## src/rtl/pcpd_pkg.sv

```systemverilog
// Shared types and constants for the PWM period/duty capture block.
// Used by pcpd_ctrl, pcpd_dp and the pwm_capture_period_duty top level.
`default_nettype none

package pcpd_pkg;

  localparam int unsigned CapW   = 16;
  localparam int unsigned OvfW   = 16;
  localparam int unsigned StampW = OvfW + CapW;
  localparam int unsigned ShiftW = 3;
  localparam int unsigned DutyW  = 7;
  localparam int unsigned QuotW  = 7;
  localparam int unsigned NumW   = StampW + QuotW;
  localparam int unsigned IdxW   = 3;
  localparam int unsigned PhaseW = 3;

  localparam logic [ShiftW-1:0] ShiftReset   = 3'd3;
  localparam logic [DutyW-1:0]  PercentScale = 7'd100;

  localparam logic [PhaseW-1:0] PhaseNone  = 3'd0;
  localparam logic [PhaseW-1:0] PhaseOne   = 3'd1;
  localparam logic [PhaseW-1:0] PhaseTwo   = 3'd2;
  localparam logic [PhaseW-1:0] PhaseThree = 3'd3;
  localparam logic [PhaseW-1:0] PhaseStop  = 3'd4;

  localparam logic ModeCapture  = 1'b0;
  localparam logic ModeOverflow = 1'b1;
  localparam logic EdgeRise     = 1'b0;
  localparam logic EdgeFall     = 1'b1;

  typedef enum logic [4:0] {
    StIdle = 5'b00001,
    StMul  = 5'b00010,
    StChk  = 5'b00100,
    StDiv  = 5'b01000,
    StFin  = 5'b10000
  } pcpd_state_e;

  typedef struct packed {
    logic            ovf_inc;
    logic            cap_t0;
    logic            cap_t1;
    logic            cap_t2;
    logic            mul;
    logic            chk;
    logic            div_step;
    logic [IdxW-1:0] bit_idx;
    logic            load_out;
    logic            out_result;
    logic            out_edge;
    logic            out_stop;
  } pcpd_cmd_t;

  typedef struct packed {
    logic span_zero;
    logic div_ge;
    logic out_busy;
  } pcpd_sts_t;

  function automatic logic awaited_edge(input logic [PhaseW-1:0] phase);
    logic e;
    if (phase >= PhaseThree) begin
      e = EdgeFall;
    end else begin
      e = phase[0];
    end
    return e;
  endfunction

endpackage

`default_nettype wire

```

## src/rtl/pwm_capture_period_duty.sv

```systemverilog
// Ticks and all captures but the third give their transaction in the cycle after
// acceptance; the third capture runs multiply, range check, 7 divide steps and
// output load, without the divide steps when the span is zero or the quotient
// reaches 128 (saturated). One event per cycle while no third capture is in flight.
// Output stall holds the output register and delays acceptance by the stalled cycles.
// Reset: asynchronous; clears phase, overflow count and output valid; period_shift = 3.
`default_nettype none

module pwm_capture_period_duty (
  input  logic                             clk_i,
  input  logic                             rst_ni,
  input  logic                             cfg_we_i,
  input  logic [pcpd_pkg::ShiftW-1:0]      cfg_wdata_i,
  input  logic                             in_valid_i,
  output logic                             in_stall_o,
  input  logic                             mode_i,
  input  logic [pcpd_pkg::CapW-1:0]        capture_value_i,
  output logic                             out_valid_o,
  input  logic                             out_stall_i,
  output logic                             edge_select_o,
  output logic                             result_valid_o,
  output logic [pcpd_pkg::StampW-1:0]      period_units_o,
  output logic [pcpd_pkg::DutyW-1:0]       duty_percent_o,
  output logic                             zero_span_o,
  output logic                             stopped_o
);
  import pcpd_pkg::*;

  pcpd_cmd_t cmd;
  pcpd_sts_t sts;

  pcpd_ctrl u_ctrl (
    .clk_i      (clk_i),
    .rst_ni     (rst_ni),
    .in_valid_i (in_valid_i),
    .in_stall_o (in_stall_o),
    .mode_i     (mode_i),
    .sts_i      (sts),
    .cmd_o      (cmd)
  );

  pcpd_dp u_dp (
    .clk_i           (clk_i),
    .rst_ni          (rst_ni),
    .cmd_i           (cmd),
    .sts_o           (sts),
    .capture_value_i (capture_value_i),
    .cfg_we_i        (cfg_we_i),
    .cfg_wdata_i     (cfg_wdata_i),
    .out_valid_o     (out_valid_o),
    .out_stall_i     (out_stall_i),
    .edge_select_o   (edge_select_o),
    .result_valid_o  (result_valid_o),
    .period_units_o  (period_units_o),
    .duty_percent_o  (duty_percent_o),
    .zero_span_o     (zero_span_o),
    .stopped_o       (stopped_o)
  );

endmodule

`default_nettype wire

```

## src/rtl/pcpd_ctrl.sv

```systemverilog
// Controller: capture phase tracking, input handshake and divide sequencing.
// Depends on pcpd_pkg; drives pcpd_dp through pcpd_cmd_t.
`default_nettype none

module pcpd_ctrl (
  input  logic                clk_i,
  input  logic                rst_ni,
  input  logic                in_valid_i,
  output logic                in_stall_o,
  input  logic                mode_i,
  input  pcpd_pkg::pcpd_sts_t sts_i,
  output pcpd_pkg::pcpd_cmd_t cmd_o
);
  import pcpd_pkg::*;

  pcpd_state_e       state_q, state_d;
  logic [PhaseW-1:0] phase_q, phase_d;
  logic [IdxW-1:0]   idx_q, idx_d;
  logic              idle_free;
  logic              accept;
  logic              stopped;
  logic              capture;

  assign idle_free  = (state_q == StIdle) && !sts_i.out_busy;
  assign in_stall_o = !idle_free;
  assign accept     = idle_free && in_valid_i;
  assign stopped    = (phase_q == PhaseStop);
  assign capture    = accept && (mode_i == ModeCapture) && !stopped;

  always_comb begin
    state_d       = state_q;
    phase_d       = phase_q;
    idx_d         = idx_q;
    cmd_o         = '0;
    cmd_o.bit_idx = idx_q;
    unique case (state_q)
      StIdle: begin
        if (accept) begin
          cmd_o.ovf_inc = (mode_i == ModeOverflow) && !stopped;
          if (capture) begin
            phase_d      = phase_q + 3'd1;
            cmd_o.cap_t0 = (phase_q == PhaseNone);
            cmd_o.cap_t1 = (phase_q == PhaseOne);
            cmd_o.cap_t2 = (phase_q == PhaseTwo);
          end
          if (capture && (phase_q == PhaseTwo)) begin
            state_d = StMul;
          end else begin
            cmd_o.load_out = 1'b1;
            cmd_o.out_edge = awaited_edge(phase_d);
            cmd_o.out_stop = (phase_d == PhaseStop);
          end
        end
      end
      StMul: begin
        cmd_o.mul = 1'b1;
        idx_d     = IdxW'(QuotW);
        state_d   = StChk;
      end
      StChk: begin
        cmd_o.chk = 1'b1;
        if (sts_i.span_zero || sts_i.div_ge) begin
          state_d = StFin;
        end else begin
          idx_d   = idx_q - 3'd1;
          state_d = StDiv;
        end
      end
      StDiv: begin
        cmd_o.div_step = 1'b1;
        if (idx_q == '0) begin
          state_d = StFin;
        end else begin
          idx_d = idx_q - 3'd1;
        end
      end
      StFin: begin
        if (!sts_i.out_busy) begin
          cmd_o.load_out   = 1'b1;
          cmd_o.out_result = 1'b1;
          cmd_o.out_edge   = awaited_edge(phase_q);
          cmd_o.out_stop   = (phase_q == PhaseStop);
          state_d          = StIdle;
        end
      end
      default: state_d = StIdle;
    endcase
  end

  always_ff @(posedge clk_i or negedge rst_ni) begin
    if (!rst_ni) begin
      state_q <= StIdle;
      phase_q <= PhaseNone;
      idx_q   <= '0;
    end else begin
      state_q <= state_d;
      phase_q <= phase_d;
      idx_q   <= idx_d;
    end
  end

  a_phase_range: assert property (@(posedge clk_i) disable iff (!rst_ni)
    phase_q <= PhaseStop)
    else $error("capture phase out of range");

  a_third_starts_mul: assert property (@(posedge clk_i) disable iff (!rst_ni)
    capture && (phase_q == PhaseTwo) |=> (state_q == StMul) && (phase_q == PhaseThree))
    else $error("third capture did not start the duty computation");

  a_div_exit: assert property (@(posedge clk_i) disable iff (!rst_ni)
    (state_q == StDiv) |=> (state_q == StDiv) || (state_q == StFin))
    else $error("divide sequence left early");

endmodule

`default_nettype wire

```

## src/rtl/pcpd_dp.sv

```systemverilog
// Datapath: overflow count, stamps, spans, restoring divider and output register.
// Depends on pcpd_pkg; controlled by pcpd_ctrl through pcpd_cmd_t.
`default_nettype none

module pcpd_dp (
  input  logic                             clk_i,
  input  logic                             rst_ni,
  input  pcpd_pkg::pcpd_cmd_t              cmd_i,
  output pcpd_pkg::pcpd_sts_t              sts_o,
  input  logic [pcpd_pkg::CapW-1:0]        capture_value_i,
  input  logic                             cfg_we_i,
  input  logic [pcpd_pkg::ShiftW-1:0]      cfg_wdata_i,
  output logic                             out_valid_o,
  input  logic                             out_stall_i,
  output logic                             edge_select_o,
  output logic                             result_valid_o,
  output logic [pcpd_pkg::StampW-1:0]      period_units_o,
  output logic [pcpd_pkg::DutyW-1:0]       duty_percent_o,
  output logic                             zero_span_o,
  output logic                             stopped_o
);
  import pcpd_pkg::*;

  logic [OvfW-1:0]   ovf_q;
  logic [ShiftW-1:0] shift_q;
  logic              out_valid_q, out_valid_d;
  logic [StampW-1:0] t0_q, t1_q;
  logic [StampW-1:0] span_all_q, span_high_q;
  logic [NumW-1:0]   rem_q;
  logic [QuotW-1:0]  quot_q;
  logic              sat_q;

  logic [StampW-1:0] stamp;
  logic [NumW-1:0]   divisor;
  logic [NumW-1:0]   product;
  logic              div_ge;
  logic [DutyW-1:0]  duty_calc;
  logic              span_zero;

  assign stamp     = {ovf_q, capture_value_i};
  assign divisor   = NumW'(span_all_q) << cmd_i.bit_idx;
  assign product   = NumW'(span_high_q) * NumW'(PercentScale);
  assign div_ge    = (rem_q >= divisor);
  assign span_zero = (span_all_q == '0);
  assign duty_calc = (sat_q || (quot_q > PercentScale)) ? PercentScale : quot_q;

  assign sts_o.span_zero = span_zero;
  assign sts_o.div_ge    = div_ge;
  assign sts_o.out_busy  = out_valid_q && out_stall_i;

  always_comb begin
    out_valid_d = out_valid_q && out_stall_i;
    if (cmd_i.load_out) begin
      out_valid_d = 1'b1;
    end
  end

  always_ff @(posedge clk_i or negedge rst_ni) begin
    if (!rst_ni) begin
      ovf_q       <= '0;
      shift_q     <= ShiftReset;
      out_valid_q <= 1'b0;
    end else begin
      out_valid_q <= out_valid_d;
      if (cmd_i.ovf_inc) begin
        ovf_q <= ovf_q + 16'd1;
      end
      if (cfg_we_i) begin
        shift_q <= cfg_wdata_i;
      end
    end
  end

  always_ff @(posedge clk_i) begin
    if (cmd_i.cap_t0) begin
      t0_q <= stamp;
    end
    if (cmd_i.cap_t1) begin
      t1_q <= stamp;
    end
    if (cmd_i.cap_t2) begin
      span_all_q  <= stamp - t0_q;
      span_high_q <= stamp - t1_q;
    end
    if (cmd_i.mul) begin
      rem_q <= product;
    end
    if (cmd_i.chk) begin
      sat_q  <= div_ge;
      quot_q <= '0;
    end
    if (cmd_i.div_step && div_ge) begin
      rem_q                 <= rem_q - divisor;
      quot_q[cmd_i.bit_idx] <= 1'b1;
    end
    if (cmd_i.load_out) begin
      edge_select_o  <= cmd_i.out_edge;
      stopped_o      <= cmd_i.out_stop;
      result_valid_o <= cmd_i.out_result;
      if (cmd_i.out_result && !span_zero) begin
        period_units_o <= span_all_q >> shift_q;
        duty_percent_o <= duty_calc;
        zero_span_o    <= 1'b0;
      end else begin
        period_units_o <= '0;
        duty_percent_o <= '0;
        zero_span_o    <= cmd_i.out_result;
      end
    end
  end

  assign out_valid_o = out_valid_q;

  a_duty_range: assert property (@(posedge clk_i) disable iff (!rst_ni)
    out_valid_o |-> duty_percent_o <= PercentScale)
    else $error("duty above full scale");

  a_zero_span: assert property (@(posedge clk_i) disable iff (!rst_ni)
    out_valid_o && zero_span_o |->
      result_valid_o && (duty_percent_o == '0) && (period_units_o == '0))
    else $error("zero span result carries data");

  a_no_overwrite: assert property (@(posedge clk_i) disable iff (!rst_ni)
    sts_o.out_busy |-> !cmd_i.load_out)
    else $error("pending transaction overwritten");

endmodule

`default_nettype wire
```

## config.mk

```make
export PLATFORM = sky130hd
export DESIGN_NAME = pwm_capture_period_duty
export DESIGN_NICKNAME = d
export VERILOG_FILES = /design/src/rtl/pcpd_pkg.sv /design/src/rtl/pwm_capture_period_duty.sv /design/src/rtl/pcpd_ctrl.sv /design/src/rtl/pcpd_dp.sv
export SDC_FILE = /design/constraint.sdc
export NUM_CORES = 1
export LEC_CHECK = 0
export ABC_AREA = 1
export BUFFER_PORTS_ARGS = -buffer_cell sky130_fd_sc_hd__buf_2
export CORE_ASPECT_RATIO = 1.2
export CORE_MARGIN = 1
export CORE_UTILIZATION = 45
export CTS_CLUSTER_DIAMETER = 40
export DETAILED_ROUTE_END_ITERATION = 8
export MAX_ROUTING_LAYER = met4
export SETUP_SLACK_MARGIN = 0.02
export SYNTH_ARGS = -nofsm -noshare
export SYNTH_HDL_FRONTEND = slang
export SYNTH_SLANG_ARGS = --single-unit
```

## constraint.sdc

```tcl
create_clock -name clk_i -period 5.6 [get_ports clk_i]
set_input_delay 0.28 -clock clk_i [delete_from_list [all_inputs] [get_ports clk_i]]
set_output_delay 0.28 -clock clk_i [all_outputs]
set_load 0.02 [all_outputs]
```

Yosys cells after proc, flatten, opt, wreduce, memory -nomap -nowiden
Cells that the tools add are included.
{"block": "totals", "rom_bits": 0, "ff_bits": 249, "in_bits": 25, "latch_bits": 0, "mem_bits_rw": 0, "memories": 0}
{"block": "op_classes", "n_addsub": 6, "shifts": 2, "n_mux": 36, "n_lt_le_gt_ge": 6, "n_bitwise": 3, "div": 0, "n_eq_ne": 15, "mul": 1, "n_reduce_logical": 25}
{"operator": "39-bit two-way mux", "count": 2}
{"operator": "32-bit subtractor", "count": 2}
{"operator": "39-bit greater-or-equal comparator", "count": 1}
{"operator": "32-bit by 3-bit << shifter with 39-bit output", "count": 1}
{"operator": "39-bit subtractor", "count": 1}
{"operator": "32-bit by 5-bit multiplier with 37-bit output, second input constant", "count": 1}
{"operator": "32-bit logical NOT", "count": 1}
{"operator": "32-bit by 3-bit >> shifter with 32-bit output", "count": 1}
{"operator": "5-bit two-way mux", "count": 5}
{"operator": "5-bit one-hot mux with 5 select lines", "count": 1}
{"operator": "7-bit two-way mux", "count": 3}
{"operator": "3-bit two-way mux", "count": 6}
{"operator": "16-bit by 1-bit adder with 16-bit output, second input constant", "count": 1}
{"operator": "4-bit two-way mux", "count": 3}
{"operator": "1-bit logical AND", "count": 10}
{"operator": "1-bit two-way mux", "count": 10}
{"operator": "3-bit one-hot mux with 3 select lines", "count": 1}
{"operator": "2-bit != test, second input constant", "count": 4}
{"operator": "7-bit greater-than comparator, second input constant", "count": 1}
{"operator": "7-bit OR", "count": 1}
{"operator": "3-bit equality test, second input constant", "count": 2}
{"operator": "3-bit by 2-bit greater-or-equal comparator with 1-bit output, second input constant", "count": 2}
{"operator": "3-bit logical NOT", "count": 2}
{"operator": "5-bit by 1-bit equality test with 1-bit output, second input constant", "count": 1}
{"operator": "other kinds (24)", "count": 31}

Longest topological paths before layout
{"block": "logic_depth", "ltp_word": 14, "ltp_mapped": 25}

By module
A second synthesis with hierarchy kept.
{"block": "hier_totals", "hier_cells": 3066, "hier_area_um2": 22131.2}
{"module": "pcpd_dp", "area_each_um2": 21256.6, "cells_each": 2957, "seq_area_each_um2": 6979.2, "n_inst": 1}
{"module": "pcpd_ctrl", "area_each_um2": 874.6, "cells_each": 109, "seq_area_each_um2": 276.5, "n_inst": 1}

Worst setup path after synthesis
No wires, ideal clock.
{"block": "synth_path", "path_type": "register to register", "from": "register u_ctrl.idx_q[0]", "to": "register u_dp.rem_q[0] (enable)", "required_ns": 5.203, "setup_time_ns": 0.397, "path_stages_with_launch": 20, "path_buffers": 5, "t_arrival_ns": 3.591, "path_slack_ns": 1.612, "path_cell_list": "dfrtp_1 -> clkbuf_1 -> clkbuf_1 -> clkbuf_1 -> o21ai_0 -> o21ai_0 -> o21ai_0 -> ha_1 -> nand2_1 -> nor2_2 -> nand2_1 -> nor2_1 -> nand2_1 -> nand3_2 -> nand2_2 -> nand2_2 -> nand2_2 -> buf_6 -> buf_6 -> nand2_1"}
{"block": "synth_between", "elab_chain_cells": 4}
{"element": "start: declaration", "line": "pcpd_ctrl.sv:18", "rtl": "logic [IdxW-1:0] idx_q, idx_d;"}
{"element": "start signal: assignment", "line": "pcpd_ctrl.sv:98", "rtl": "idx_q <= idx_d;"}
{"element": "32-bit by 3-bit << shifter with 39-bit output", "line": "pcpd_dp.sv:41", "rtl": "assign divisor = NumW'(span_all_q) << cmd_i.bit_idx;"}
{"element": "39-bit greater-or-equal comparator", "line": "pcpd_dp.sv:43", "rtl": "assign div_ge = (rem_q >= divisor);"}
{"element": "named net u_dp.div_ge", "line": "pcpd_dp.sv:36", "rtl": "logic div_ge;"}
{"element": "1-bit logical AND", "line": "pcpd_dp.sv:92", "rtl": "if (cmd_i.div_step && div_ge) begin"}
{"element": "2-bit nonzero test (no source line)"}
{"element": "end signal: assignment", "line": "pcpd_dp.sv:86", "rtl": "rem_q <= product;"}
{"element": "end signal: assignment", "line": "pcpd_dp.sv:93", "rtl": "rem_q <= rem_q - divisor;"}
{"element": "end: declaration", "line": "pcpd_dp.sv:29", "rtl": "logic [NumW-1:0] rem_q;"}
The timed path passes the listed nets, and every way through them passes these cells.
A chain may end at the register's enable or synchronous reset.

Worst setup path after layout
{"block": "layout_path", "from": "register u_ctrl.idx_q[0]", "to": "register u_dp.rem_q[14] (data pin)"}
{"block": "layout_between", "elab_chain_cells": 4}
{"element": "32-bit by 3-bit << shifter with 39-bit output", "line": "pcpd_dp.sv:41"}
{"element": "39-bit greater-or-equal comparator", "line": "pcpd_dp.sv:43"}
{"element": "named net u_dp.div_ge", "line": "pcpd_dp.sv:36"}
{"element": "1-bit logical AND", "line": "pcpd_dp.sv:92"}
{"element": "39-bit two-way mux", "line": "pcpd_dp.sv:92"}
The timed path passes the listed nets, and every way through them passes these cells.

==> metrics.md <==
| Metric | Value |
|---|---|
| Fin. Hold Viols | 0 |
| Global Route met2 Usage | 0.4700 |
| Placeable Area | 0.04801 mm^2 |
| Startpoint types | register |
| DR pass1 iterations | 6 |
| Post-Syn Area | 0.02190 mm^2 |
| Power Dens Cells | 380.8 mW/mm^2 |
| Die Width | 203.4 um |
| Yosys Warn Count | 0 |
| Achievable Freq | 230.2 MHz |
| Area leader, netlist | edfxtp_1 |
| NumNets Final | 3,334 |
| Int Power | 0.005066 W |
| Vias/cell | 5.193 |
| Post-Synth XOR/XNOR Area | 0.04399 |
| # fillers | 4,904 |
| Clk pwr share | 0.245 |
| DRC Markers | 0 |
| Top Ports | 70 |
| Sequential share of power | 0.265 |
| Status | finished clean |
| Commonest non-fill, non-tap cells in the layout | nand2_1, inv_1, nor2_1, edfxtp_1, ha_1 |
| Synthesized net count | 3,239 |
| GR peak layer | met2 |
| Die footprint | 0.04956 mm^2 |
| Syn Area/Cell | 7.364 um^2 |
| Final instance area | 0.02439 mm^2 |
| Synth cell types | 44 |
| RD Place Congestion | 0.9889 |
| Final setup TNS | 0 ns |
| Fin cells | 3,727 |
| Cells after Synth | 2,974 |
| TritonCTS sink count | 249 |
| Final period util | 0.7756 |
| Die Y | 243.7 um |
| CP Class | register to register |
| Site Rows | 88 |
| Global-route wire length before repair | 104,300 um |
| Latest clock arrival within the worst-skew pair | 0.56 ns |
| Post-synthesis simple-gate area fraction | 0.2431 |
| Main combinational cell family by area after synthesis | simple AND/OR/NAND/NOR gates |
| P_sw | 0.004223 W |
| Met1 usage | 0.3508 |
| Number of global-route vias before repair | 18.85k |
| Comb power frac | 0.490 |
| Top-area cell type share of the netlist area | 0.2893 |
| Relative slew slack | 0.3301 |
| Crit end category | register |
| Layout area overhead | 11.37% |
| Max Buffers Root-to-Sink | 3 |
| Min Tclk post-route | 4.343 ns |
| Mux share of post-synthesis cell area | 0.01463 |
| GRT Resource Usage Total | 0.2813 |
| Maxcap violations | 0 |
| Dpl cells | 3,635 |
| Post-DP HPWL | 56,780 um |
| Post-DP Area | 0.02291 mm^2 |
| CTS Buf Count | 35 |
| Antenna-violating nets left | 0 |
| Share of cells above drive strength 1 | 0.05652 |
| Lkg Pwr | 11.95 nW |
| Commonest non-fill, non-tap cell in the layout | nand2_1 |
| Initial core utilization | 0.4562 |
| Clock root cell | clkbuf_16 |
| Worst Path Max Fanout | 38 |
| Initial DRC Count | 1,093 |
| Final WL | 67,750 um |
| DR vias | 19.36k |
| VDD IR-drop max | 0.4191 mV |
| CTS H-Tree Depth | 2 |
| Compound-gate portion of the synthesized area | 0.1193 |
| Worst slew pin tran | 0.9974 ns |
| RSZ-0062 raised after global routing | no |
| Post-synthesis adder-cell area fraction | 0.1474 |
| Largest net degree at the start of global routing | 62 |
| Post-route setup slack | 1.257 ns |
| Buffer count from post-CTS setup fixing | 0 |
| Main area contributors after synthesis | edfxtp_1, nand2_1, ha_1 |
| Grt total ovfl | 0 |
| IO Port Bufs | 69 |
| Crit path DAT | 4.60 ns |
| CTS tree | yes |
| Post-Place Worst Slack | 1.264 ns |
| Layout Skew | 0.04228 ns |
| Worst EP required | 5.86 ns |
| Seq/Total Area, Yosys | 0.3313 |
| Sw frac | 0.4546 |
| Seq cells post-synth | 249 |
| Setup violators final | 0 |
| WL/cell | 18.18 um |
| Initial antenna violation count | 1 |
| Hold crit path type | input port to register |
| Clock transition at the registers of the reported paths | 0.06 ns |
| Met3 GRT Util | 0.02675 |
| Slew Limit Fails | 0 |
-- routing by layer --
| metal | up-vias | wire length [um] |
|---|---|---|
| li1 | 9886 | - |
| met1 | 8960 | 29980 |
| met2 | 400 | 32670 |
| met3 | 109 | 2403 |
| met4 | 0 | 2696 |
| met5 | - | 0 |
-- path summary, 6_finish.rpt --
kind	startpoint	endpoint	slack, ns	cells after the start
max in group asynchronous	rst_ni	u_dp.ovf_q[14]	4.69	2
min in group asynchronous	rst_ni	u_dp.shift_q[2]	0.33	2
min reg2reg	u_dp.quot_q[4]	u_dp.quot_q[4]	0.51	2
max reg2reg	u_ctrl.idx_q[0]	u_dp.rem_q[14]	1.26	18
min	mode_i	u_ctrl.state_q[1]	0.12	4
max	u_ctrl.idx_q[0]	u_dp.rem_q[14]	1.26	18
-- critical path, cell delays in order, from the launching register on --
cell and delay [ns]:
dfrtp_1 0.57, buf_4 0.37, o21ai_0 0.20, nand2_1 0.09, o21ai_0 0.11, o21ai_0 0.38
ha_1 0.36, nand2_1 0.14, inv_1 0.05, a21oi_1 0.27, nand2_1 0.09, nand2_1 0.09
nand3_2 0.11, nand2_2 0.12, nand2_2 0.07, nand2_2 0.36, inv_2 0.38, nand2_1 0.18
o21ai_0 0.09
-- Yosys cell counts (all sizes together) --
master  count
nand3     131
o21bai     24
a211oi      1
inv       515
edfxtp    211
o22ai      10
fa         30
clkinv      2
nor3       23
dfrtp      28
nand4      39
a31oi      13
a311oi      1
clkbuf     36
o21ai     203
o211ai     12
dfstp       3
or2         4
nand3b     13
ha        210
mux2i      32
a21o       15
nand2     793
xor2       77
buf        16
nor4        7
nor2      296
o31ai       3
xnor2      33
a21boi      7
o21a       30
a21oi     149
dfxtp       7
-- metrics by stage --
stage / hold WS [ns] / power (W) / utilization
6_report: 0.1189 / 0.009289 / 0.5081
5_1_grt: 0.1189 / 0.009922 / 0.5081
4_1_cts: 0.09372 / 0.009310 / 0.5080
3_5_place_dp: 0.4243 / 0.006974 / 0.4772
3_3_place_gp: 0.4028 / 0.007002 / 0.4772
2_1_floorplan: -0.01559 / 0.005550 / -
-- what timing repair did --
action	in CTS	in global routing
hold buffers	27	0
resized for setup	0	0
endpoints found under the hold margin	64	0
-- state kept, by name, indices dropped and copies added, names as in the netlist --
signal               cells
u_dp.out_valid_o         1
u_ctrl.phase_q           3
u_dp.t1_q               32
u_dp.period_units_o     32
u_dp.stopped_o           1
u_dp.sat_q               1
u_dp.edge_select_o       1
u_dp.t0_q               32
u_dp.zero_span_o         1
u_dp.span_high_q        32
u_dp.shift_q             3
u_dp.duty_percent_o      7
u_dp.span_all_q         32
u_dp.quot_q              7
u_dp.result_valid_o      1
u_dp.ovf_q              16
u_dp.rem_q              39
u_ctrl.idx_q             3
u_ctrl.state_q           5
-- cell type report --
cell class | instances | area [um^2] | share of cell area
inverters | 517 | 1941 | 0.07956
clock buffers | 37 | 883.3 | 0.03622
repair buffers | 110 | 720.7 | 0.02955
clock inverters | 27 | 327.8 | 0.01344
flip-flops and latches | 249 | 7256 | 0.2975
multi-input cells | 2156 | 12470 | 0.5113
well taps | 630 | 788.3 | 0.03232
diodes | 1 | 2.502 | 0.0001026
-- kinds of logic after synthesis --
group	count (synthesis)
adders and majority gates	240
muxes	32
buffers and inverters	569
AOI/OAI and AO/OA	468
xor gates and xnor gates	110
DFF	249
and+or+nand+nor	1306
-- power groups by stage --
| stage | clock, W | sequential, W | combinational (W) |
|---|---|---|---|
| finish | 0.00228 | 0.00246 | 0.00455 |
| global route | 0.00239 | 0.00249 | 0.00505 |
| CTS | 0.00233 | 0.00246 | 0.00452 |
| detailed placement | 0 | 0.00250 | 0.00447 |
| global placement | 0 | 0.00250 | 0.00451 |
| floorplan | 0 | 0.00252 | 0.00303 |
No activity file was read; power rests on OpenSTA's default activity.
